<file path="src/dmm_pkg.sv">
// Shared types, constants and helpers for the dense matrix multiply block.
`default_nettype none
package dmm_pkg;

  localparam int MAX_DIM    = 64;
  localparam int ELEM_WIDTH = 16;

  localparam int DIM_W   = $clog2(MAX_DIM);
  localparam int CNT_W   = $clog2(MAX_DIM + 1);
  localparam int DEPTH   = MAX_DIM * MAX_DIM;
  localparam int ADDR_W  = 2 * DIM_W;
  localparam int PROD_W  = 2 * ELEM_WIDTH;
  localparam int ACC_W   = PROD_W + DIM_W + 1;
  localparam int RES_W   = 32;
  localparam int CFG_W   = 7;
  localparam int CFG_IDX_W = 2;

  localparam logic [1:0] REQ_WR_A = 2'd0;
  localparam logic [1:0] REQ_WR_B = 2'd1;
  localparam logic [1:0] REQ_READ = 2'd2;

  localparam logic [CFG_IDX_W-1:0] CFG_ROWS_A = 2'd0;
  localparam logic [CFG_IDX_W-1:0] CFG_INNER  = 2'd1;
  localparam logic [CFG_IDX_W-1:0] CFG_COLS_B = 2'd2;

  localparam logic [CFG_W-1:0] CFG_RESET = CFG_W'(MAX_DIM);

  typedef struct packed {
    logic [1:0]         req_type;
    logic [5:0]         row_index;
    logic [5:0]         col_index;
    logic signed [15:0] value;
  } req_t;

  typedef struct packed {
    logic [5:0]              out_row;
    logic [5:0]              out_col;
    logic signed [RES_W-1:0] dot_sum;
    logic                    row_last;
    logic                    saturated;
  } res_t;

  // one term of the dot-product stream, travels alongside the memory read
  typedef struct packed {
    logic             valid;
    logic             first;
    logic             last;
    logic             row_end;
    logic [DIM_W-1:0] row;
    logic [DIM_W-1:0] col;
  } tag_t;

  // 0 acts as 1, anything above MAX_DIM acts as MAX_DIM
  function automatic logic [CNT_W-1:0] eff_dim(input logic [CFG_W-1:0] v);
    logic [CNT_W-1:0] r;
    if (v == '0) begin
      r = CNT_W'(1);
    end else if (v > CFG_W'(MAX_DIM)) begin
      r = CNT_W'(MAX_DIM);
    end else begin
      r = CNT_W'(v);
    end
    return r;
  endfunction

endpackage
`default_nettype wire

</file>
<file path="src/dmm_mac.sv">
// Multiply-accumulate pipeline with final saturation to signed 32 bits.
`default_nettype none
module dmm_mac (
  input  wire logic                            clk_i,
  input  wire logic                            rst_ni,
  input  wire dmm_pkg::tag_t                   tag_i,
  input  wire logic [dmm_pkg::ELEM_WIDTH-1:0]  a_i,
  input  wire logic [dmm_pkg::ELEM_WIDTH-1:0]  b_i,
  output logic                                 done_o,
  output logic                                 res_strobe_o,
  output dmm_pkg::res_t                        res_o
);

  logic signed [dmm_pkg::PROD_W-1:0] prod_q;
  dmm_pkg::tag_t                     tag_q;
  logic signed [dmm_pkg::ACC_W-1:0]  acc_q, acc_d;
  logic [dmm_pkg::ACC_W-dmm_pkg::RES_W:0] hi_bits;
  logic                              fits;
  logic signed [dmm_pkg::RES_W-1:0]  clip;
  logic                              strobe_q;
  dmm_pkg::res_t                     res_q;

  always_ff @(posedge clk_i or negedge rst_ni) begin
    if (!rst_ni) begin
      tag_q <= '0;
    end else begin
      tag_q <= tag_i;
    end
  end

  always_ff @(posedge clk_i) begin
    prod_q <= $signed(a_i) * $signed(b_i);
  end

  always_comb begin
    if (tag_q.first) begin
      acc_d = dmm_pkg::ACC_W'(prod_q);
    end else begin
      acc_d = acc_q + dmm_pkg::ACC_W'(prod_q);
    end
    // in range when all bits from the result sign upward agree
    hi_bits = acc_d[dmm_pkg::ACC_W-1:dmm_pkg::RES_W-1];
    fits    = (&hi_bits) || !(|hi_bits);
    if (fits) begin
      clip = acc_d[dmm_pkg::RES_W-1:0];
    end else if (acc_d[dmm_pkg::ACC_W-1]) begin
      clip = {1'b1, {(dmm_pkg::RES_W-1){1'b0}}};
    end else begin
      clip = {1'b0, {(dmm_pkg::RES_W-1){1'b1}}};
    end
  end

  always_ff @(posedge clk_i) begin
    if (tag_q.valid) begin
      acc_q <= acc_d;
    end
    if (tag_q.valid && tag_q.last) begin
      res_q.out_row   <= tag_q.row;
      res_q.out_col   <= tag_q.col;
      res_q.dot_sum   <= clip;
      res_q.row_last  <= tag_q.row_end;
      res_q.saturated <= !fits;
    end
  end

  always_ff @(posedge clk_i or negedge rst_ni) begin
    if (!rst_ni) begin
      strobe_q <= 1'b0;
    end else begin
      strobe_q <= tag_q.valid && tag_q.last;
    end
  end

  assign done_o       = tag_q.valid && tag_q.last && tag_q.row_end;
  assign res_strobe_o = strobe_q;
  assign res_o        = res_q;

endmodule
`default_nettype wire

</file>
<file path="config.mk">
export PLATFORM = sky130hd
export DESIGN_NAME = dmm_mac
export DESIGN_NICKNAME = d
export VERILOG_FILES = /design/src/dmm_pkg.sv /design/src/dmm_mac.sv
export SDC_FILE = /design/constraint.sdc
export NUM_CORES = 1
export LEC_CHECK = 0
export ABC_AREA = 1
export ABC_CLOCK_PERIOD_IN_PS = 4900
export BUFFER_PORTS_ARGS = -buffer_cell sky130_fd_sc_hd__buf_4
export CAP_MARGIN = 20
export CORE_ASPECT_RATIO = 1.2
export CORE_MARGIN = 2
export CORE_UTILIZATION = 60
export CTS_CLUSTER_DIAMETER = 50
export CTS_CLUSTER_SIZE = 40
export DETAILED_ROUTE_END_ITERATION = 10
export PLACE_DENSITY = 0.91
export SYNTH_ARGS = -nofsm -noshare
export SYNTH_HDL_FRONTEND = slang
export SYNTH_SLANG_ARGS = --single-unit
</file>
<file path="constraint.sdc">
create_clock -name clk_i -period 4.9 [get_ports clk_i]
set_input_delay 0.49 -clock clk_i [delete_from_list [all_inputs] [get_ports clk_i]]
set_output_delay 0.49 -clock clk_i [all_outputs]
set_load 0.02 [all_outputs]
</file>
==> impl_metrics.toml <==
[critical_path]
timing.rr.start = "prod_q[0]"
cp_cell_sequence = "buf_4, nand2_1, fa_1, fa_1, fa_2, fa_1, inv_1, fa_1, inv_2, fa_1, inv_2, ha_4, nand2_2, buf_6, nor2_2, a21oi_2, nand3_2, nand2_2, nand2_2, buf_4, xor2_1"
arrival_ps = 5870
crit_type = "input pin to flip-flop"
crit_buf_inv = 6
critPathTopFamily = "adder cells"
crit_top_cell = "fa_1"
startpoint_type = "input pin"
cp_max_fo = 9
critPathMaxStageDelay_ps = 730
timing.rr.end = "res_o[30]"
cp.required_ps = 5220
rrSetupSlack_ps = 1420
ff2ff_path_depth = 21
crit_path_end_kind = "flip-flop"
worst_path_max_delay_cell = "fa_1"

[place]
gp_congestion = 0.9520
pre_cts_ws_ps = -713.8
place.port_buffers = 97
dp_hpwl_microns = 36600
place_area_sq_um = 19560

[die]
die_area_sq_um = 30190
die_width_microns = 159.0
core_sq_um = 28590
die_y_microns = 189.9
initial_core_util = 0.6047
rows = 68
ios = 98

[yosys]
ys_seq_elements = 134
yosysMostFrequentCell = "nand2_1"
syn_inst = 2127
yosys_warnings = 0
synth_area_leaders = "fa_1 30%, edfxtp_1 15%, nand2_1 13%"
syn_area_sq_um = 17290
synthArstFlopShare = 0.1269
syn-num-nets = 2560
synth-main-ff-cell = "edfxtp_1"
synth_common_cells = "586 x nand2_1, 529 x inv_1, 263 x fa_1"
netlist.top_cell.by_area = "fa_1"
synth_edf_count = 85
avgSynthCellArea_sq_um = 8.127
ys_types = 41
yosysTopAreaCellShare = 0.3046
seq_area_frac_synth = 0.2093

[timing]
slew-limit-headroom = 0.3783
hold_violations = 0
fin_crit_sh = 1.132
tightestPinTransition_ps = 931.3
skew_ps = 14.39
setup_ws_ps = -648.8
max_clock_freq_mhz = 180.2
period_needed_ps = 5549
finalMaxSlewViolations = 0
rsz0062_at_grt = "true"
setup_violations = 19

[final_layout]
multi_input_area_sq_um = 12160
antenna_cells = 0
area_growth_pct = 22.40
fin_area_sq_um = 21160
seqCellArea_sq_um = 3618
fin_util = 0.7402
fillers = 1822
drive_gt1_frac = 0.2214
nets = 2778

[detailed_routing]
wire_per_inst_microns = 20.48
vias = 15760
viasPerCell = 5.745
drt_first_pass_iters = 6
drc = 0
ant_nets = 0
wl_microns = 56180
dr.first_iter.drc_count = 1385

[clock_network]
clk_pin_slew_ps = 70
clk_path_buf_depth = 2
cts.htree.levels = 4
clk_latency_ps = 430
cts-root-buf = "clkbuf_16"
cts_num_sinks = 134
tritoncts = "yes"
numCtsBuffers = 17

[worst_hold_path]
worstHoldEndpoint = "tag_q[3]"
hold_path.class = "input pin to flip-flop"
hp-start = "tag_i[3]"
whs_path_depth = 1

[grt]
grt_antenna_before_repair = 0
grt_pass1_wl_microns = 76800
grt_usage = 0.3175
grt_max_degree = 48
gr-total-overflow = 0
grt_pass1_vias = 16400

[flow_run]
drv_cap = 0

[run_status]
violations = "negative setup slack"
status = "finished, violations left"
-- area by class of cell --
| type | instances | area share |
|---|---|---|
| clock buffer | 17 | 0.02011 |
| tap | 385 | 0.02277 |
| multi-input combinational | 1390 | 0.5747 |
| timing repair buffer | 271 | 0.1106 |
| clock inverter | 15 | 0.006446 |
| inverter | 531 | 0.09438 |
| sequential | 134 | 0.1710 |
-- repair_timing --
item | 4_1_cts | 5_1_grt
buffers inserted | 8 | 17
pin swaps | 26 | 55
endpoints found under the setup margin | 15 | 19
hold buffers | 1 | 0
gates resized for setup | 60 | 174
gates cloned | 0 | 1
hold endpoints to repair | 17 | 0
-- stage by stage --
stage,hold slack (ps),setup TNS [ps],instances
floorplan,194.4,-3777,2127
global placement,362.7,-7386,2687
detailed placement,369.9,-10540,2687
CTS,163.0,-669.5,2728
global route,161.4,-9508,2743
finish,171.2,-8589,2743
-- registers in the layout (all words and copies together) (netlist names) --
name          cells
prod_q           32
res_o            46
res_strobe_o      1
tag_q            16
acc_q            39
-- cells by family after synthesis --
family | Yosys count | share of synthesized area
adder cells (fa/ha/maj) | 383 | 0.3914
buffers and inverters | 603 | 0.1338
AND/OR/NAND/NOR | 805 | 0.1914
XOR/XNOR | 47 | 0.02381
flip-flops | 134 | 0.2093
AO/OA/AOI/OAI | 155 | 0.05023
-- how the worst max path moves through the flow --
stage          cells past startpoint     from         end  slack (ps)
3_3_place_gp                      22   b_i[4]  prod_q[31]        -520
5_1_grt                           22   a_i[2]  prod_q[28]        -680
2_1_floorplan                     23   b_i[5]  prod_q[29]        -430
3_5_place_dp                      21  b_i[15]  prod_q[28]        -710
4_1_cts                           18   b_i[4]  prod_q[30]        -140
6_report                          21  a_i[14]  prod_q[26]        -650
-- cells in the final DEF (no fill, tap or decap), drive strengths merged --
master         n
nand2        599
and2           2
dfxtp         32
xor2          24
o31ai          3
nor3           5
a31oi          9
o21a           2
edfxtp        85
a21o           5
fa           263
o2111ai        2
clkinv         4
nand3b         4
xnor2         23
dfrtp         17
buf          269
a21boi         4
o21bai        10
o21ai         43
nor4           7
or2           17
ha           120
o211ai         1
nand4          6
nand3         57
a21oi         76
clkinvlp       5
nor2         108
dlygate4sd3    1
inv          537
clkbuf        18
-- routing by layer --
metal,vias to the layer above,global-route usage,wire [microns]
met5,-,0,0
met4,0,0.1689,5056
met3,452,0.04120,5345
met2,1161,0.5954,27530
met1,7413,0.3516,18240
li1,6733,-,-
Power is left out: the tool's default activity adds up to more than one toggle a clock period on the data nets, which glitch-free logic cannot reach.
